===== src/rtl/core/assert_macros.svh =====
// ----------------------------------------------------------------------------
// assert_macros: shared concurrent assertion shorthands
// clocked on clk, disabled while rst_n is low
// ----------------------------------------------------------------------------
`ifndef ASSERT_MACROS_SVH
`define ASSERT_MACROS_SVH

// property that must hold at every clock edge
`define ASSERT_CLK(label, prop, msg) \
    label: assert property (@(posedge clk) disable iff (!rst_n) (prop)) else $error(msg);

// same-cycle implication
`define ASSERT_IMPL(label, ante, cons, msg) \
    label: assert property (@(posedge clk) disable iff (!rst_n) (ante) |-> (cons)) \
        else $error(msg);

`endif


===== src/rtl/core/cbd_pkg.sv =====
// ----------------------------------------------------------------------------
// cbd_pkg: shared types and codes of the deque
// command and status codes, word type and the per-cycle shift control
// ----------------------------------------------------------------------------
package cbd_pkg;

    localparam int WORD_W = 32;
    localparam int OCC_W  = 8;

    typedef logic signed [WORD_W-1:0] word_t;

    typedef enum logic [2:0] {
        CMD_QUERY      = 3'd0,
        CMD_PUSH_FRONT = 3'd1,
        CMD_PUSH_BACK  = 3'd2,
        CMD_POP_FRONT  = 3'd3,
        CMD_POP_BACK   = 3'd4
    } cmd_t;

    typedef enum logic [1:0] {
        ST_DONE  = 2'd0,
        ST_FULL  = 2'd1,
        ST_EMPTY = 2'd2
    } status_t;

    // at most one bit set; only for commands that are carried out
    typedef struct packed {
        logic push_front;
        logic push_back;
        logic pop_front;
        logic pop_back;
    } cbd_op_t;

endpackage


===== src/rtl/core/cbd_ctrl.sv =====
// ----------------------------------------------------------------------------
// cbd_ctrl: command decode and result status
// refuses push when full and pop when empty, keeps the word count
// ----------------------------------------------------------------------------
`include "assert_macros.svh"

module cbd_ctrl
    import cbd_pkg::*;
#(
    parameter int CAPACITY = 128,
    localparam int CNT_W   = $clog2(CAPACITY) + 1
)
(
    input  logic             clk,
    input  logic             rst_n,
    input  logic             start,
    input  logic [2:0]       cmd,
    input  logic             full,
    input  logic             empty,
    output cbd_op_t          op,
    output logic             done,
    output logic [1:0]       status,
    output logic [CNT_W-1:0] count
);

    cbd_op_t          op_c;
    status_t          status_next;
    status_t          status_reg;
    logic             done_reg;
    logic [CNT_W-1:0] count_reg;
    logic [CNT_W-1:0] count_next;

    always_comb
    begin
        op_c        = '0;
        status_next = ST_DONE;
        count_next  = count_reg;
        if (start)
        begin
            unique case (cmd)
                CMD_PUSH_FRONT, CMD_PUSH_BACK:
                begin
                    if (full)
                    begin
                        status_next = ST_FULL;
                    end
                    else
                    begin
                        op_c.push_front = (cmd == CMD_PUSH_FRONT);
                        op_c.push_back  = (cmd == CMD_PUSH_BACK);
                        count_next      = count_reg + CNT_W'(1);
                    end
                end
                CMD_POP_FRONT, CMD_POP_BACK:
                begin
                    if (empty)
                    begin
                        status_next = ST_EMPTY;
                    end
                    else
                    begin
                        op_c.pop_front = (cmd == CMD_POP_FRONT);
                        op_c.pop_back  = (cmd == CMD_POP_BACK);
                        count_next     = count_reg - CNT_W'(1);
                    end
                end
                default:
                begin
                    // query and unused codes change nothing
                end
            endcase
        end
    end

    always_ff @(posedge clk or negedge rst_n)
    begin
        if (!rst_n)
        begin
            done_reg   <= 1'b0;
            status_reg <= ST_DONE;
            count_reg  <= '0;
        end
        else
        begin
            done_reg  <= start;
            count_reg <= count_next;
            if (start)
            begin
                status_reg <= status_next;
            end
        end
    end

    assign op     = op_c;
    assign done   = done_reg;
    assign status = status_reg;
    assign count  = count_reg;

    `ASSERT_CLK(a_op_onehot, $onehot0(op_c), "cbd_ctrl: more than one shift op")
    `ASSERT_IMPL(a_refused_keeps_count, done && status_reg != ST_DONE,
        count_reg == $past(count_reg), "cbd_ctrl: refused command changed count")

endmodule


===== config.mk =====
export PLATFORM = sky130hd
export DESIGN_NAME = cbd_ctrl
export DESIGN_NICKNAME = d
export VERILOG_FILES = /design/src/rtl/core/cbd_pkg.sv /design/src/rtl/core/cbd_ctrl.sv
export VERILOG_INCLUDE_DIRS = /design/src /design/src/rtl/core
export SDC_FILE = /design/constraint.sdc
export NUM_CORES = 1
export LEC_CHECK = 0
export BUFFER_PORTS_ARGS = -buffer_cell sky130_fd_sc_hd__buf_2
export CORE_UTILIZATION = 40
export CTS_BUF_LIST = sky130_fd_sc_hd__clkbuf_4
export CTS_CLUSTER_SIZE = 10
export DETAILED_ROUTE_END_ITERATION = 10
export SETUP_SLACK_MARGIN = 0.05
export SLEW_MARGIN = 20
export SYNTH_ARGS = -nofsm -noshare
export SYNTH_HDL_FRONTEND = slang
export SYNTH_SLANG_ARGS = --single-unit

===== constraint.sdc =====
create_clock -name clk -period 3.65 [get_ports clk]
set_clock_uncertainty 0.05 [all_clocks]
set_input_delay 0.365 -clock clk [delete_from_list [all_inputs] [get_ports clk]]
set_output_delay 0.365 -clock clk [all_outputs]
set_load 0.05 [all_outputs]

# ---- Word-level counts from Yosys, hierarchy flattened
# Index checks and enable logic that the tools add are counted.
dict set report word_totals {
  register_bits 11
  latchBits 0
  mem_bits_rw 0
  mem_bits_ro 0
  inputBits 8
  output_inout_bits 15
  n_memories 0
}
dict set report classes {
  n_addsub 2
  multipliers 0
  div_mod_pow 0
  order_cmp 0
  eq_ne 6
  n_shift 0
  muxes 11
  bitwise 0
  reduce_logical 4
}
# operator count
set ops {}
lappend ops {{8-bit 2-to-1 mux} 2}
lappend ops {{8-bit case mux with 2 select lines} 1}
lappend ops {{2-bit 2-to-1 mux} 5}
lappend ops {{8-bit by 1-bit adder with 8-bit output (second input constant)} 1}
lappend ops {{8-bit by 1-bit subtractor with 8-bit output (second input constant)} 1}
lappend ops {{3-bit by 2-bit equality test with 1-bit output (second input constant)} 2}
lappend ops {{4-bit 2-to-1 mux} 1}
lappend ops {{2-bit inequality test (second input constant)} 2}
lappend ops {{2-bit case mux with 2 select lines} 1}
lappend ops {{4-bit AND reduction} 1}
lappend ops {{2-bit OR reduction} 2}
lappend ops {{3-bit by 1-bit equality test with 1-bit output (second input constant)} 1}
lappend ops {{3-bit equality test (second input constant)} 1}
lappend ops {{2-bit nonzero test} 1}
lappend ops {{1-bit 2-to-1 mux} 1}

# ---- Logic depth before layout (Yosys ltp)
# Gate-level depths: netlist (run 1).
dict set report logic_depth {
  depth_word 4
  depth_mapped 8
  depth_no_buf 8
}

# ---- Least setup slack after synthesis (run 1)
# No wires, ideal clock.
dict set report synth_path {
  kind {input port to flip-flop}
  startpoint {input cmd[1]}
  endpoint {register count_reg[5], in the netlist count[5]}
  setup_ns 0.125
  arrival_time_ns 2.151
  required_ns 3.475
  setup_slack_ns 1.324
  stages 8
  n_path_buf 0
  cell_sequence {or3b_1 -> nand2_1 -> ha_1 -> a21oi_1 -> and2_1 -> o21ai_0 -> xor2_1 -> mux2_2}
}
dict set report synth_via {
  elab_chain_len 4
}
# item line_no
set synth_rtl {}
lappend synth_rtl {{start, declared} cbd_ctrl.sv:17} ;# input logic [2:0] cmd,
lappend synth_rtl {{3-bit by 2-bit equality test with 1-bit output, or another cell as far along} cbd_ctrl.sv:40} ;# unique case (cmd)
lappend synth_rtl {{2-bit OR reduction} cbd_ctrl.sv:40}
lappend synth_rtl {{2-bit inequality test (no line) or 2-bit nonzero test (tied branches)} n/a}
lappend synth_rtl {{4-bit AND reduction (no line)} n/a}
lappend synth_rtl {{end signal, assigned} cbd_ctrl.sv:86} ;# count_reg <= count_next;
lappend synth_rtl {{end, declared} cbd_ctrl.sv:30} ;# logic [CNT_W-1:0] count_reg;
# Parallel ways exist; a longest one is shown, timed or not.
# A chain may end at the register's enable or synchronous reset.

# ---- Worst setup path after layout (run 1)
# Ends and elaborated chain as after synthesis.

==> results.md, run 1 <==
- Clock transition time at the flip-flop clock pins of the worst setup and hold paths: 0.07 ns
- Count leader, synth: dfrtp_1
- Chip Width: 45.4 um
- Ant diodes: 0
- Critical hold path startpoint: start
- Core area: 0.00175 mm^2
- Comb pwr share: 60.8%
- Share of cells above drive strength 1: 32.7%
- Tcrit/Tclk final: 65.0%
- Number of synthesized register bits: 11
- Flop pwr share: 27.6%
- Pwr Density: 817 mW/mm^2
- Highest Clock Rate: 422 MHz
- Seq/Total Area, Yosys: 36.6%
- Final Util: 53.5%
- Top cell type's share of synthesized area: 36.6%
- RSZ-0062 raised after global routing: false
- GPL Wtd Cong: 0.730
- Final Hold Viols: 0
- Crit Path Max Fanout: 10
- CP endpoint kind: flip-flop
- Via density: 4.82
- Final setup vio count: 0
- Status: complete, no violations
- # rows: 15
- Final min period: 2.37 ns
- Peak supply drop: 0.000385 V
- Initial antenna violation count: 0
- Deepest clock path buffer count: 2
- Number of synthesized flops with an enable pin: 0
- Reg2reg start: count[0]
- Area growth syn-to-layout: 24.1%
- Critical Path Source Type: input pin
- Ys async rst share: 100%
- Cells on Worst Hold Path: 1
- Post-route antenna net violation count: 0
- Syn nets: 89
- HPWL after detailed placement: 1080 um
- GR Util All Layers: 16.5%
- Main area contributors after synthesis: dfrtp_1, ha_1, mux2_2
- CP cell instances: buf_2 -> or3b_1 -> nand2_1 -> ha_1 -> a21oi_1 -> and2_1 -> o21ai_0 -> xor2_1 -> mux2_2
- IO Pins: 23
- P_int: 379 uW
- Highest-delay cell along the critical path: or3b_1
- Drt initial violations: 2
- CTS H-tree depth: 1
- End of the worst register-to-register path: count[6]
- Fin nets: 117
- Least-Margin Pin Slew: 0.357 ns
- Reg2Reg Depth: 6
- Dominant synthesized flop cell: dfrtp_1
- DRT Wirelength: 1380 um
- Hold Path Class: input pin to flip-flop
- Reg2Reg Setup Slack: 1.73 ns
- Final TNS setup: 0 ns
- Area share of fa/ha/maj cells after synthesis: 12.6%
- Vias in the first global route: 573
- Synthesized area per cell: 10.2 um^2
- WP data required: 3.75 ns
- Root buffer cell: clkbuf_4
- Starting Density: 43.1%
- Net Switching: 384 uW
- Cts bufs inserted: 3
- Compound-Gate Fraction of Synth Area: 14.8%
- Final global-route overflow total: 0
- Non-Filler Instances: 126
- Setup Crit Path Kind: input pin to flip-flop
- Worst path max stage delay: 0.41 ns
- WL/cell: 11.0 um
- Placed Cells: 121
- Yosys warns: 0
- Critical Path AT: 2.48 ns
- Max-cap viol count: 0
- Worst-Skew Late Latency: 0.26 ns
- Rel. slew slack: 76.1%
- CTS tree: yes
- Post-synth design cell area: 752 um^2
- Xor/xnor share of the synthesized area: 9.32%
- Simple-gate share of the synthesized area: 16.3%
- Remaining DRCs: 0
- Hold path endpoint: done
- Die area: 0.00206 mm^2
- Filler instances: 176
- Post-synthesis mux area share: 8.82%
- Largest family of logic cells by synthesized area: simple AND/OR/NAND/NOR gates
- Cell taking the most area after synthesis: dfrtp_1
- Global-route wire length before repair: 2420 um
- Syn Inst Count: 74
- Clk sinks: 11
- Yosys cell types: 27
- DIE HEIGHT: 45.4 um
- Sw Ratio: 50.3%
- First drt pass iteration count: 4
- P_leak: 0.438 nW
- Clk network pwr share: 11.6%
- Pwr Total: 763 uW
- Port buffer count: 22
- Max reg flops: 8
- Final Slew Violations: 0
- Vias: 607
- Largest net degree at the start of global routing: 12
- Synth top cells by count: dfrtp_1, a21oi_1, ha_1, nor2_1
-- repair_timing --
action,4_1_cts,5_1_grt
setup buffers,0,0
gates resized for setup,0,0
setup endpoints to repair,0,0
hold buffers,1,0
endpoints found under the hold margin,11,0
-- worst max-delay path, delay by kind of cell --
kind	cells	cell delay, ns
buf+inv	1	0.13
simple gates	3	0.90
fa+ha+maj	1	0.35
mux	1	0.26
compound gates	2	0.31
xor+xnor	1	0.15
-- cell usage in the layout (no fill, tap or decap), types with 3 or more instances in the layout --
master / instances
xor2_1: 3
clkbuf_4: 4
dfrtp_1: 11
o21ai_0: 3
ha_1: 6
buf_2: 22
xnor2_1: 5
nor2_1: 6
inv_1: 3
nand2_1: 5
mux2_2: 5
a21oi_1: 7
-- power by group through the flow --
stage	registers, mW	logic [mW]	clock network [mW]
4_1_cts	0.212	0.466	0.0936
6_report	0.211	0.463	0.0886
5_1_grt	0.220	0.514	0.0986
3_5_place_dp	0.213	0.464	0
3_3_place_gp	0.216	0.460	0
2_1_floorplan	0.375	0.207	0
-- how the worst max path moves through the flow --
stage / start / to / slack (ns) / cells past startpoint
finish: cmd[1] / count[5] / 1.28 / 9
global route: cmd[1] / count[5] / 1.07 / 9
CTS: cmd[1] / count[5] / 1.28 / 9
detailed placement: cmd[1] / count[5] / 0.99 / 9
global placement: cmd[1] / count[5] / 1.06 / 9
floorplan: cmd[1] / count[5] / 1.32 / 8
-- per-stage QoR --
step	hold slack (ns)	cell area [um^2]	setup slack [ns]
2_1_floorplan	0.0194	752	1.32
3_3_place_gp	0.198	893	1.06
3_5_place_dp	0.202	893	0.990
4_1_cts	0.234	933	1.28
5_1_grt	0.242	933	1.07
6_report	0.244	933	1.28
-- cell families after synthesis --
family,count (synthesis)
DFF,11
buffers and inverters,3
xor gates and xnor gates,8
and+or+nand+nor,23
adders and majority gates,7
AOI/OAI and AO/OA,16
muxes,6
-- per-layer routing --
layer	share of wire, %	vias to the layer above	wire [um]	global-route usage (%)
li1	-	318	-	-
met1	48	275	667	21.2
met2	47	12	648	26.4
met3	4.1	2	57	6.00
met4	0.58	0	8	3.64
met5	0	-	0	0
-- layout make-up --
cell class | count | area (um^2) | area share [%]
Tap cell | 25 | 31.3 | 3.35
Inverter | 3 | 11.3 | 1.21
Timing Repair Buffer | 23 | 120 | 12.9
Clock buffer | 4 | 30.0 | 3.22
Multi-Input combinational cell | 60 | 465 | 49.9
Sequential cell | 11 | 275 | 29.5
No activity file was read; power rests on OpenSTA's default activity.
==> run 2, diff against run 1 <==
==> constraint.sdc (replaced) <==
create_clock -name clk -period 2.4 [get_ports clk]
set_clock_uncertainty 0.05 [all_clocks]
set_input_delay 0.24 -clock clk [delete_from_list [all_inputs] [get_ports clk]]
set_output_delay 0.24 -clock clk [all_outputs]
set_load 0.05 [all_outputs]
==> run 2 against run 1 <==
- clock power increased by 56%
- global-route usage about the same
- non-clock buffer count increased by 1
- highest routed layer unchanged
==> results.md, run 2 (synthesis results as in run 1) <==
- Post-route antenna net violation count: 0
- # rows: 15
- Remaining DRCs: 0
- DIE HEIGHT: 45.4 um
- Root buffer cell: clkbuf_4
- CTS tree: yes
- Placement Cell Area: 901 um^2
- Global-route wire length before repair: 2390 um
- Starting Density: 43.1%
- Pwr Density: 1240 mW/mm^2
- WP data required: 2.51 ns
- Most common cell after layout, fill and taps aside: buf_2
- Clock transition time at the flip-flop clock pins of the worst setup and hold paths: 0.07 ns
- Area growth syn-to-layout: 25.1%
- Status: complete, no violations
- Least-Margin Pin Slew: 0.349 ns
- Non-Filler Instances: 127
- GR Util All Layers: 16.5%
- CP endpoint kind: flip-flop
- Vias: 616
- Final TNS setup: 0 ns
- Drt initial violations: 5
- Final Hold Viols: 0
- Max-cap viol count: 0
- P_leak: 0.443 nW
- Setup Crit Path Kind: input pin to flip-flop
- Deepest clock path buffer count: 2
- HPWL after detailed placement: 1090 um
- Clk sinks: 11
- Final min period: 2.04 ns
- Fin nets: 118
- Vias in the first global route: 568
- Final Slew Violations: 0
- Filler instances: 159
- Via density: 4.85
- Placed Cells: 122
- Core area: 0.00175 mm^2
- Largest net degree at the start of global routing: 12
- IO Pins: 23
- Die area: 0.00206 mm^2
- Final setup vio count: 0
- DRT Wirelength: 1510 um
- Ant diodes: 0
- Final global-route overflow total: 0
- Port buffer count: 22
- Tcrit/Tclk final: 85.1%
- Initial antenna violation count: 0
- Final Instance Area: 941 um^2
- Rel. slew slack: 76.7%
- Peak supply drop: 0.000712 V
- RSZ-0062 raised after global routing: false
- WL/cell: 11.9 um
- Most frequent cells in the layout: buf_2, dfrtp_1, a21oi_1
- Chip Width: 45.4 um
- Critical Path AT: 2.15 ns
- First drt pass iteration count: 4
- GPL Wtd Cong: 0.743
- Crit Path Max Fanout: 8
- Highest Clock Rate: 490 MHz
- CTS H-tree depth: 1
- Max reg flops: 8
- Critical Path Source Type: input pin
- Hold Path Class: input pin to flip-flop
- Worst-Skew Late Latency: 0.26 ns
- Share of cells above drive strength 1: 33.3%
- Cts bufs inserted: 3
-- run 2: layout make-up --
type / instances / area [um^2] / area share [%]
inverters: 3 / 11.3 / 1.20
flip-flops and latches: 11 / 275 / 29.3
well taps: 25 / 31.3 / 3.32
clock buffers: 4 / 30.0 / 3.19
repair buffers: 24 / 128 / 13.6
multi-input cells: 60 / 465 / 49.5
-- run 2: path summary, 6_finish.rpt --
kind	startpoint	to	slack, ns	cells after the start
hold reg to reg	count[7]	count[7]	0.42	1
setup / recovery	cmd[1]	count[6]	0.36	10
max in group asynchronous	rst_n	done	1.77	2
hold / removal	start	done	0.13	1
min in group asynchronous	rst_n	count[3]	0.32	2
setup reg to reg	count[0]	count[6]	0.49	6
-- run 2: critical path: stages --
cell and delay (ns):
buf_2 0.13, or3b_1 0.42, nand2_1 0.13, buf_4 0.18, ha_1 0.28, nand2_1 0.13, o211ai_1 0.11, a21oi_1 0.18
xnor2_1 0.08, mux2_2 0.26
-- run 2: timing repair --
action,in CTS,in global routing
hold endpoints to repair,11,0
buffers inserted,0,0
hold buffers,1,0
resized for setup,0,0
-- run 2: per-layer routing --
metal / global-route usage, % / vias to the layer above / share of wire [%]
met2: 26.1 / 18 / 47
met4: 7.88 / 0 / 0.40
met5: 0 / - / 0
li1: - / 319 / -
met1: 21.4 / 277 / 49
met3: 3.20 / 2 / 3.6
-- run 2: power breakdown --
| group | internal [mW] | switching (mW) | total, mW | leakage [nW] |
|---|---|---|---|---|
| Sequential | 0.257 | 0.0645 | 0.322 | 0.133 |
| Clock | 0.0756 | 0.0624 | 0.138 | 0.0184 |
| Combinational | 0.245 | 0.465 | 0.710 | 0.291 |
-- run 2: per-stage QoR --
| stage | total power [mW] | util (%) | worst slack [ns] | hold WS, ns |
|---|---|---|---|---|
| 3_3_place_gp | 1.03 | 51.6 | 0.121 | 0.0735 |
| 4_1_cts | 1.18 | 53.9 | 0.381 | 0.114 |
| 6_report | 1.17 | 53.9 | 0.359 | 0.125 |
| 3_5_place_dp | 1.04 | 51.6 | 0.103 | 0.0766 |
| 5_1_grt | 1.26 | 53.9 | 0.228 | 0.108 |
| 2_1_floorplan | 0.884 | - | 0.199 | -0.106 |
