<file path="config.mk">
export PLATFORM = sky130hd
export DESIGN_NAME = cbd_cell
export DESIGN_NICKNAME = d
export VERILOG_FILES = /design/src/rtl/core/cbd_pkg.sv /design/src/rtl/core/cbd_cell.sv
export VERILOG_INCLUDE_DIRS = /design/src /design/src/rtl/core
export SDC_FILE = /design/constraint.sdc
export NUM_CORES = 1
export LEC_CHECK = 0
export ABC_AREA = 1
export BUFFER_PORTS_ARGS = -buffer_cell sky130_fd_sc_hd__buf_4
export CORE_MARGIN = 5
export CORE_UTILIZATION = 41
export DETAILED_ROUTE_END_ITERATION = 10
export PLACE_DENSITY = 0.81
export SLEW_MARGIN = 20
export SYNTH_ARGS = -nofsm -noshare
export SYNTH_HDL_FRONTEND = slang
export SYNTH_SLANG_ARGS = --single-unit
export TNS_END_PERCENT = 5
</file>
<file path="constraint.sdc">
create_clock -name clk -period 3.3 [get_ports clk]
set_clock_uncertainty 0.2 [all_clocks]
set_input_delay 0.165 -clock clk [delete_from_list [all_inputs] [get_ports clk]]
set_output_delay 0.165 -clock clk [all_outputs]
set_load 0.1 [all_outputs]
</file>
<file path="src/rtl/core/assert_macros.svh">
// ----------------------------------------------------------------------------
// assert_macros: shared concurrent assertion shorthands
// clocked on clk, disabled while rst_n is low
// ----------------------------------------------------------------------------
`ifndef ASSERT_MACROS_SVH
`define ASSERT_MACROS_SVH

// property that must hold at every clock edge
`define ASSERT_CLK(label, prop, msg) \
    label: assert property (@(posedge clk) disable iff (!rst_n) (prop)) else $error(msg);

// same-cycle implication
`define ASSERT_IMPL(label, ante, cons, msg) \
    label: assert property (@(posedge clk) disable iff (!rst_n) (ante) |-> (cons)) \
        else $error(msg);

`endif

</file>
<file path="src/rtl/core/cbd_pkg.sv">
// ----------------------------------------------------------------------------
// cbd_pkg: shared types and codes of the deque
// command and status codes, word type and the per-cycle shift control
// ----------------------------------------------------------------------------
package cbd_pkg;

    localparam int WORD_W = 32;
    localparam int OCC_W  = 8;

    typedef logic signed [WORD_W-1:0] word_t;

    typedef enum logic [2:0] {
        CMD_QUERY      = 3'd0,
        CMD_PUSH_FRONT = 3'd1,
        CMD_PUSH_BACK  = 3'd2,
        CMD_POP_FRONT  = 3'd3,
        CMD_POP_BACK   = 3'd4
    } cmd_t;

    typedef enum logic [1:0] {
        ST_DONE  = 2'd0,
        ST_FULL  = 2'd1,
        ST_EMPTY = 2'd2
    } status_t;

    // at most one bit set; only for commands that are carried out
    typedef struct packed {
        logic push_front;
        logic push_back;
        logic pop_front;
        logic pop_back;
    } cbd_op_t;

endpackage

</file>
<file path="src/rtl/core/cbd_cell.sv">
// ----------------------------------------------------------------------------
// cbd_cell: one position of the deque chain
// holds one word of the front-ordered row, one of the back-ordered row
// and an occupancy bit
// ----------------------------------------------------------------------------
`include "assert_macros.svh"

module cbd_cell
    import cbd_pkg::*;
(
    input  logic    clk,
    input  logic    rst_n,
    input  cbd_op_t op,
    input  word_t   value,
    input  word_t   left_f,
    input  word_t   right_f,
    input  word_t   left_b,
    input  word_t   right_b,
    input  logic    left_valid,
    input  logic    right_valid,
    output word_t   f_word,
    output word_t   b_word,
    output logic    valid
);

    word_t f_reg;
    word_t f_next;
    word_t b_reg;
    word_t b_next;
    logic  valid_reg;
    logic  valid_next;
    logic  first_empty;

    // this cell is the first free slot
    assign first_empty = left_valid & ~valid_reg;

    always_comb
    begin
        f_next     = f_reg;
        b_next     = b_reg;
        valid_next = valid_reg;
        unique if (op.push_front)
        begin
            f_next     = left_f;
            valid_next = left_valid;
            if (first_empty)
            begin
                b_next = value;
            end
        end
        else if (op.push_back)
        begin
            b_next     = left_b;
            valid_next = left_valid;
            if (first_empty)
            begin
                f_next = value;
            end
        end
        else if (op.pop_front)
        begin
            f_next     = right_f;
            valid_next = right_valid;
        end
        else if (op.pop_back)
        begin
            b_next     = right_b;
            valid_next = right_valid;
        end
        else
        begin
        end
    end

    always_ff @(posedge clk or negedge rst_n)
    begin
        if (!rst_n)
        begin
            valid_reg <= 1'b0;
        end
        else
        begin
            valid_reg <= valid_next;
        end
    end

    always_ff @(posedge clk)
    begin
        f_reg <= f_next;
        b_reg <= b_next;
    end

    assign f_word = f_reg;
    assign b_word = b_reg;
    assign valid  = valid_reg;

    // occupied cells stay packed against cell 0
    `ASSERT_IMPL(a_cell_packed, valid_reg, left_valid, "cbd_cell: hole in occupied run")

endmodule

</file>
# ---- After elaboration in Yosys (flattened, before gate mapping)
# Cells that the tools add are included.
dict set report totals {
  register_bits 65
  in_bits 168
  out_inout_bits 65
  word_cells 25
}
dict set report op_classes {
  n_eq_ne 3
  mux 12
  bitwise 2
  reduce_logical 5
}
# op n
set op_table {}
lappend op_table {{$mux 32} 8}
lappend op_table {{$ne 3x1->1 const B} 2}
lappend op_table {{$reduce_bool 3->1} 2}
lappend op_table {{$mux 1} 4}
lappend op_table {{$reduce_bool 4->1} 1}
lappend op_table {{$reduce_and 3->1} 1}
lappend op_table {{$ne 2x1->1 const B} 1}
lappend op_table {{$reduce_and 2->1} 1}
lappend op_table {{$and 1x1->1} 1}
lappend op_table {{$not 1->1} 1}

# ---- Depth between registers and ports, before layout
# Gate-level depths: netlist of run 1.
dict set report depth {
  depth_word 5
  ltp_mapped 7
  ltp_nobuf 5
}

# ---- Worst setup path after synthesis of run 1
# Ideal clock, no wire load.
dict set report synth_timing {
  path_kind {register -> register}
  from {register valid_reg (netlist: valid)}
  to {register b_reg[0] (netlist: b_word[0]) (enable)}
  setup_ps 432
  t_arrival_ps 2602
  required_ps 2668
  path_slack_ps 66
  stages_incl_launch_ff 4
  path_buffers 0
  synth_period_minus_slack_ps 3234
  path_cell_list {dfrtp_1 inv_1 nand3_1 a21oi_1}
}
dict set report synth_between {
  elab_chain_cells 4
}
# element line
set synth_rtl {}
lappend synth_rtl {{from (decl)} cbd_cell.sv:30} ;# logic valid_reg;
lappend synth_rtl {{from (signal assigned)} cbd_cell.sv:83} ;# valid_reg <= valid_next;
lappend synth_rtl {{$not 1->1} cbd_cell.sv:35} ;# assign first_empty = left_valid & ~valid_reg;
lappend synth_rtl {{$and 1x1->1} cbd_cell.sv:35}
lappend synth_rtl {{$ne 2x1->1 (no line)} n/a}
lappend synth_rtl {{$reduce_and 3->1 (no line)} n/a}
lappend synth_rtl {{to (signal assigned)} cbd_cell.sv:90} ;# b_reg <= b_next;
lappend synth_rtl {{to (decl)} cbd_cell.sv:28} ;# word_t b_reg;
# Every way passes these cells.
# A chain may end at the register's enable or synchronous reset.

# ---- Worst setup path in the final report of run 1
dict set report layout_timing {
  from {input port op[3] (netlist bit)}
  to {register valid_reg (netlist: valid)}
}
dict set report layout_between {
  elab_chain_cells 1
  elab_cells_between_ends 2
  classes_between {mux (1); reduce/logical (1)}
}
# element line
set layout_rtl {}
lappend layout_rtl {{from (decl)} cbd_cell.sv:13} ;# input cbd_op_t op,
lappend layout_rtl {{$reduce_bool 4->1 (no line) / $mux 1 (equally long branches)} n/a}
# Several ways; a longest one is shown, not always the timed one.

==> run summary, run 1 <==
Post-route DRC - 0
Worst Setup SP - op[3]
Clock power frac - 0.239
vias in the first global route - 4471
worst hold-check path type - in -> reg
DR vias/cell - 5.08
RSZ-0062 raised after global routing - no
clk buf depth - 2
IO Count - 233
power per standard cell area - 444 nW/um2
hold endpoint - b_word[16]
Seq/Total Area, Yosys - 0.599
Max FO, Critical Path - 56
antenna violations before repair - 0
post-route ant nets - 0
syn_nets - 530
All-Layer GR Usage - 0.270
Mapped Area - 3250 um2
Leak - 3.09 nW
first-pass GRT wire length - 20900 um
cell count of the worst hold path - 3
smallest hold slack - 258 ps
Max-Slew Margin vs Limit - 0.414
P_sw - 0.00108 W
most frequent cells in the layout - buf_4 (237), nand2_1 (196), dlygate4sd3_1 (133)
PostCTS Resize Cnt - 0
Worst Path Required - 3360 ps
R2R setup slack - 1300 ps
max frequency - 375 MHz
Crit. End Element - flip-flop
Setup Total Neg Slack - 0 ps
maximum number of pins on one net before global-route repair - 65
FF-to-FF path depth - 4
Syn Area/Cell - 8.98 um2
Ant. Diodes - 0
layout cells sized above 1 - 0.347
clock root buffer - clkbuf_8
Yosys top cell area share - 0.591
sequential share of power - 0.355
min Tclk post-route - 2670 ps
crit-path max cell delay - 610 ps
min-delay src - left_valid
worst-margin pin slew - 878 ps
Distinct cells, synth - 17
height of the die - 99.0 um
Layout Nets - 890
Routed WL - 13700 um
number of clock buffers inserted by TritonCTS - 9
area delta synth->final - 102%
Comb pwr share - 0.407
WP data arrival - 2730 ps
buffer count from post-CTS setup fixing - 0
total number of vias - 4205
Yosys top cell by area - edfxtp_1
Skew-Pair Late Insertion Delay - 320 ps
# setup viols final - 0
H-tree depth - 3
port buffer count - 232
worst r2r dst - b_word[5]
Rows - 32
cells after synthesis - 362
Die W - 99.0 um
First-pass DRT Iterations - 7
Wirelength per Cell - 16.6 um
Clk pin slew, worst setup/hold paths - 70 ps
Ys Warns - 0
Worst Setup Start Kind - primary input
Tcrit/Tclk final - 0.808
P_int - 0.00183 W
Final Max Tran Viols - 0
CP cell instances - buf_4 > nor2_4 > buf_4 > nand4_1 > dlygate4sd3_1 > nand2_1 > dlygate4sd3_1
status - complete, no violations
GPL Wtd Cong - 0.924
top post-synthesis cells by area - edfxtp_1 (59%), nand2_1 (23%), nand3_1 (10%)
grt ovf - 0
CTS tree - built
max cap viols - 0
Initial Utilization - 0.421
flops & latches, synth - 65
slowest CP cell - dlygate4sd3_1
clock tree sinks - 65
most common cell after layout, fill and taps aside - buf_4
Core Area - 7730 um2
Post-DP HPWL - 8280 um
Switching Fraction - 0.372
detailed router's first-iteration violation count - 244
VDD IR max - 0.279 mV
die area - 9810 um2
Hold Fails Final Rpt - 0
Setup CP Type - in -> reg
Worst R2R Start - valid
routing by layer:
layer  global-route usage  part of all wire  wire (um)
met1                0.259              0.32       4450
met2                0.503              0.52       7170
met3               0.0771             0.097       1330
met4                0.164             0.057        786
met5                    0                 0          0
worst max path at each step:
stage          cells past startpoint  slack, ps          to
6_report                           7        630       valid
5_1_grt                            7        530       valid
4_1_cts                            7        770       valid
3_5_place_dp                       4       1110  b_word[26]
3_3_place_gp                       4       1160  b_word[30]
2_1_floorplan                      3         70   b_word[0]
what timing repair did:
action	CTS	global route
endpoints found under the hold margin	66	0
setup endpoints to repair	0	0
hold buffers	133	0
power by group through the flow:
stage                     logic (W)  clock network [W]  registers, W
after floorplan            0.000138                  0       0.00160
after global placement     0.000992                  0       0.00104
after detailed placement    0.00100                  0       0.00105
after CTS                   0.00117           0.000704       0.00103
after global routing        0.00123           0.000743       0.00104
final                       0.00118           0.000694       0.00103
Yosys cell counts:
cell and number:
a21oi_1 1, buf_2 2, buf_4 2, buf_6 8, clkbuf_1 9, dfrtp_1 1, edfxtp_1 64, inv_1 4
inv_2 1, nand2_1 196, nand3_1 67, nand4_1 1, nor2_4 1, nor2_8 1, nor3_1 1, o211ai_1 1
o21ai_0 2
cells by family after synthesis:
family	count (synthesis)	synth area share
flops	65	0.599
compound gates	4	0.00693
buf+inv	26	0.0516
simple gates	267	0.343
through the flow:
stage | instance area (um2) | total power [W] | setup slack, ps | util | std cells
after floorplan | 3250 | 0.00173 | 66.3 | - | 362
after global placement | 5020 | 0.00204 | 1160 | 0.650 | 680
after detailed placement | 5020 | 0.00205 | 1110 | 0.650 | 680
after CTS | 6550 | 0.00290 | 768 | 0.848 | 828
after global routing | 6550 | 0.00301 | 533 | 0.848 | 828
final | 6550 | 0.00291 | 633 | 0.848 | 828
final cells by class:
cell class,instances,area [um2]
Sequential cell,65,1950
Fill cell,374,1180
Multi-Input combinational cell,271,1150
Timing Repair Buffer,370,3110
Clock inverter,5,71.3
Clock buffer,10,128
Tap cell,102,128
Inverter,5,18.8
worst max-delay path, delay by kind of cell:
family / cells / cell delay [ps]
buffers and inverters: 4 / 1940
AND/OR/NAND/NOR: 3 / 550
(Power assumes the default switching activity.)
==> inputs of run 2 (changes only) <==
==> constraint.sdc (replaced) <==
create_clock -name clk -period 2.51 [get_ports clk]
set_clock_uncertainty 0.2 [all_clocks]
set_input_delay 0.1255 -clock clk [delete_from_list [all_inputs] [get_ports clk]]
set_output_delay 0.1255 -clock clk [all_outputs]
set_load 0.1 [all_outputs]
==> run 2 against run 1 <==
Against the previous run:
- clock power grew 38%
- worst setup slack worse by 270 ps
- cell count is 0.60% higher
- sequential share of layout area is 0.17 points lower
- critical path depth increased by 1
- non-clock buffer count grew 3
- utilization rose by 0.55 points
- via count grew 1.2%
- largest cell class unchanged
==> run summary, run 2 (synthesis results as in run 1) <==
Die W - 99.0 um (unchanged)
IO Count - 233 (unchanged)
Initial Utilization - 0.421 (unchanged)
First-pass DRT Iterations - 5 (-2)
Layout Nets - 893 (+0.34%)
die area - 9810 um2 (unchanged)
Max Used Layer - met4
Setup Total Neg Slack - 0 ps (unchanged)
Core Area - 7730 um2 (unchanged)
Final Max Tran Viols - 0 (unchanged)
grt ovf - 0 (unchanged)
Post-DP HPWL - 8280 um (about the same)
vias in the first global route - 4686 (+4.8%)
H-tree depth - 3 (unchanged)
slowest CP cell - dlygate4sd3_1
height of the die - 99.0 um (unchanged)
All-Layer GR Usage - 0.306 (+0.0357)
Inst Count DP - 681 (+0.15%)
Critical Path Most Common Cell - nand2_1
worst hold-check path type - in -> reg
Clk pin slew, worst setup/hold paths - 80 ps (about the same)
Skew-Pair Late Insertion Delay - 320 ps (about the same)
worst path bufs/invs - 4 (unchanged)
CP cell instances - dlygate4sd3_1 > buf_4 > nand2_1 > nand2_1 > dlygate4sd3_1 > nand2_1 > dlygate4sd3_1 > nand2_1
port buffer count - 232 (unchanged)
min Tclk post-route - 2150 ps
Tcrit/Tclk final - 0.855
DP Worst Slack - 794 ps (-317 ps)
Wirelength per Cell - 18.4 um (+11%)
Routed WL - 15300 um (+11%)
Post-route DRC - 0 (unchanged)
detailed router's first-iteration violation count - 227 (-7.0%)
Fillers - 398 (+6.4%)
PostCTS Resize Cnt - 0 (unchanged)
WL met2 - 8130 um (+13%)
Finished Layout Cells - 833 (+0.60%)
power per standard cell area - 590 nW/um2 (+33%)
worst-margin pin slew - 871 ps (-7.45 ps)
max cap viols - 0 (unchanged)
most frequent cells in the layout - buf_4 (238), nand2_1 (196), dlygate4sd3_1 (135)
most common cell after layout, fill and taps aside - buf_4
Worst Setup Start Kind - primary input
Crit. End Element - flip-flop
Setup CP Type - in -> reg
VDD IR max - 0.367 mV (+31%)
Max-Slew Margin vs Limit - 0.419 (+0.00497)
RSZ-0062 raised after global routing - no
M1 WL - 5110 um (+15%)
GPL Wtd Cong - 0.898 (-2.8%)
clock root buffer - clkbuf_8
clock tree sinks - 65 (unchanged)
Final Worst Setup Slack - 363 ps (-270 ps)
Max FO, Critical Path - 1 (-98%)
status - complete, no violations
area delta synth->final - 103%
# setup viols final - 0 (unchanged)
Top delay family on crit path - buffers and inverters
first-pass GRT wire length - 23300 um (+12%)
WP data arrival - 2150 ps (-580 ps)
post-route ant nets - 0 (unchanged)
layout cells sized above 1 - 0.352 (+0.00495)
Hold Fails Final Rpt - 0 (unchanged)
antenna violations before repair - 0 (unchanged)
Worst Path Required - 2520 ps (-840 ps)
number of clock buffers inserted by TritonCTS - 9 (unchanged)
Rows - 32 (unchanged)
Leak - 3.11 nW (+0.67%)
crit-path max cell delay - 560 ps (-50 ps)
clk buf depth - 2 (unchanged)
max frequency - 466 MHz
DR vias/cell - 5.11 (+0.58%)
Final Util - 0.853 (+0.00551)
routed wl met3 - 1210 um (-9.1%)
total number of vias - 4255 (+1.2%)
maximum number of pins on one net before global-route repair - 65 (unchanged)
CTS tree - built
==> run 2: changes by cell type in the layout (fill, tap and decap cells not counted) <==
cell and change:
clkinv_1 -2, clkinv_4 +1, clkinv_2 +2, buf_4 +1, diode_2 +1, dfrtp_1 -1, dfrtp_2 +1, dlygate4sd3_1 +2
==> run 2: worst min-delay path: stages <==
cell and delay, ps:
buf_4 140, o211ai_1 130, buf_4 200
==> run 2: timing repair <==
action	4_1_cts	5_1_grt
hold buffers	135	0
hold endpoints to repair	66	0
setup buffers	0	0
==> run 2: final timing paths <==
kind | start | end | slack, ps | depth (start not counted)
worst max-delay path | right_valid | valid | 360 | 8
worst min-delay path | op[2] | f_word[0] | 230 | 3
worst max register to register | valid | b_word[9] | 730 | 4
worst min register to register | valid | f_word[0] | 830 | 4
max in group asynchronous | rst_n | valid | 1550 | 3
min in group asynchronous | rst_n | valid | 440 | 3
==> run 2: power by group <==
part           switching [W]  internal [W]  leakage (nW)
Clock               0.000401      0.000555         0.108
Combinational        0.00104      0.000536          2.35
Sequential         0.0000337       0.00132         0.653
==> run 2: layer usage <==
layer | up-vias | track usage
met3 | 73 | 0.0793
met2 | 265 | 0.561
met5 | - | 0
met1 | 1985 | 0.304
met4 | 0 | 0.188
li1 | 1932 | -
==> run 2: metrics by stage <==
step	hold WS [ps]	instance area (um2)	power, W
floorplan	-370	3260	0.00228
global placement	-297	5030	0.00268
detailed placement	-297	5030	0.00270
CTS	224	6590	0.00385
global route	254	6590	0.00403
finish	234	6590	0.00389
==> run 2: layout make-up <==
class,instances,area [um2],area share
Clock inverter,6,82.6,0.0125
Inverter,5,18.8,0.00285
Clock buffer,10,128,0.0194
Tap cell,102,128,0.0194
Antenna cell,1,2.50,0.000380
Timing Repair Buffer,373,3140,0.476
Sequential cell,65,1950,0.296
Multi-Input combinational cell,271,1150,0.174
==> inputs of run 3 (changes only) <==
==> constraint.sdc (replaced) <==
create_clock -name clk -period 2.09 [get_ports clk]
set_clock_uncertainty 0.2 [all_clocks]
set_input_delay 0.1045 -clock clk [delete_from_list [all_inputs] [get_ports clk]]
set_output_delay 0.1045 -clock clk [all_outputs]
set_load 0.1 [all_outputs]
==> run 3 against run 2 <==
Against the previous run:
- hold slack better by 15 ps
- die area unchanged
- via count down 0.85%
==> run summary, run 3 (synthesis results as in run 1) <==
Core Area - 7730 um2 (unchanged)
clk buf depth - 2 (unchanged)
Setup CP Type - in -> reg
routing usage on met1 - 0.283 (-0.0214)
antenna violations before repair - 0 (unchanged)
Tcrit/Tclk final - 0.943
Worst Setup Start Kind - primary input
area delta synth->final - 102%
crit-path max cell delay - 680 ps (+120 ps)
Skew-Pair Late Insertion Delay - 320 ps (about the same)
Hold Fails Final Rpt - 0 (unchanged)
RSZ-0062 raised after global routing - no
First-pass DRT Iterations - 5 (unchanged)
slowest CP cell - nor2_8
Area after DPL - 5050 um2 (+0.45%)
worst-margin pin slew - 858 ps (-12.6 ps)
Crit. End Element - flip-flop
min Tclk post-route - 1970 ps
Initial Utilization - 0.421 (unchanged)
Die W - 99.0 um (unchanged)
CTS tree - built
met2 usage - 0.549 (-0.0129)
power per standard cell area - 694 nW/um2 (+18%)
smallest hold slack - 249 ps (+14.8 ps)
Final Instance Area - 6560 um2 (-0.46%)
number of clock buffers inserted by TritonCTS - 9 (unchanged)
maximum number of pins on one net before global-route repair - 65 (unchanged)
vias in the first global route - 4508 (-3.8%)
IO Count - 233 (unchanged)
met3 usage in global routing - 0.0892 (+0.00991)
Top delay family on crit path - simple AND/OR/NAND/NOR gates
most common cell after layout, fill and taps aside - buf_4
Clk pin slew, worst setup/hold paths - 80 ps (about the same)
Worst Path Required - 2070 ps (-450 ps)
post-route ant nets - 0 (unchanged)
total number of vias - 4219 (-0.85%)
All-Layer GR Usage - 0.293 (-0.0127)
Rows - 32 (unchanged)
first-pass GRT wire length - 22300 um (-4.3%)
DR vias/cell - 5.09 (-0.37%)
Final Max Tran Viols - 0 (unchanged)
Ant. Diodes - 0 (-1)
Max FO, Critical Path - 64 (+63)
max frequency - 508 MHz
clock root buffer - clkbuf_8
buffer count from post-CTS setup fixing - 0 (unchanged)
Routed WL - 14500 um (-5.4%)
clock tree sinks - 65 (unchanged)
# setup viols final - 0 (unchanged)
Wirelength per Cell - 17.4 um (-4.9%)
most frequent cells in the layout - buf_4 (236), nand2_1 (196), dlygate4sd3_1 (132)
Leak - 3.09 nW (-0.64%)
worst path bufs/invs - 2 (-2)
status - complete, no violations
detailed router's first-iteration violation count - 233 (+2.6%)
Layout Nets - 890 (-0.34%)
height of the die - 99.0 um (unchanged)
Max-Slew Margin vs Limit - 0.428 (+0.00840)
VDD IR max - 0.362 mV (-1.3%)
Pwr Total - 0.00455 W (+17%)
CP cell instances - buf_4 > nor2_8 > nand2_1 > nand3_1 > dlygate4sd3_1
die area - 9810 um2 (unchanged)
layout cells sized above 1 - 0.355 (+0.00283)
Final Worst Setup Slack - 120 ps (-243 ps)
Post-DP HPWL - 8410 um (+1.7%)
port buffer count - 232 (unchanged)
grt ovf - 0 (unchanged)
GPL Wtd Cong - 0.919 (+2.4%)
DP Worst Slack - 453 ps (-341 ps)
H-tree depth - 3 (unchanged)
busiest grt layer - met2
Post-route DRC - 0 (unchanged)
max cap viols - 0 (unchanged)
worst hold-check path type - in -> reg
WP data arrival - 1950 ps (-200 ps)
-- run 3: cell types whose count changed in the layout (fill, tap and decap cells not counted), sizes merged --
| cell | change |
|---|---|
| diode | -1 |
| dlygate4sd3 | -3 |
| clkinvlp | +2 |
| bufinv | -1 |
| clkinv | -1 |
-- run 3: repair_timing --
item,4_1_cts,5_1_grt
setup endpoints to repair,0,1
hold buffers,133,0
endpoints found under the hold margin,66,0
resized for setup,0,1
-- run 3: metrics by stage --
stage	util	instances	TNS (ps)
floorplan	-	362	-7840
global placement	0.654	681	0
detailed placement	0.654	681	0
CTS	0.850	830	0
global route	0.849	829	0
finish	0.849	829	0
-- run 3: routing by layer --
metal / wire length [um] / vias to the layer above
li1: - / 1926
met1: 4670 / 1956
met2: 7740 / 273
met3: 1280 / 64
met4: 783 / 0
met5: 0 / -
-- run 3: report_power, final --
part | internal [W] | switching, W
combinational | 0.000646 | 0.00124
clock | 0.000543 | 0.000492
sequential | 0.00159 | 0.0000396
-- run 3: final timing paths --
check | from | endpoint | slack (ps) | depth (start not counted)
max | op[3] | f_word[16] | 120 | 5
max reg2reg | valid | b_word[30] | 460 | 4
min in group asynchronous | rst_n | valid | 430 | 3
min reg2reg | valid | b_word[11] | 830 | 4
min | op[2] | f_word[7] | 250 | 3
max in group asynchronous | rst_n | valid | 1140 | 3
-- run 3: layout make-up --
| type | count | area (um2) |
|---|---|---|
| fill | 390 | 1160 |
| clock buffer | 10 | 128 |
| inverter | 5 | 26.3 |
| timing repair buffer | 370 | 3120 |
| multi-input combinational | 271 | 1150 |
| tap | 102 | 128 |
| clock inverter | 6 | 58.8 |
| sequential | 65 | 1950 |
-- run 3: worst min-delay path, delay by kind of cell --
kind | cells | cell delay (ps)
AO/OA/AOI/OAI | 1 | 150
buffers and inverters | 2 | 340
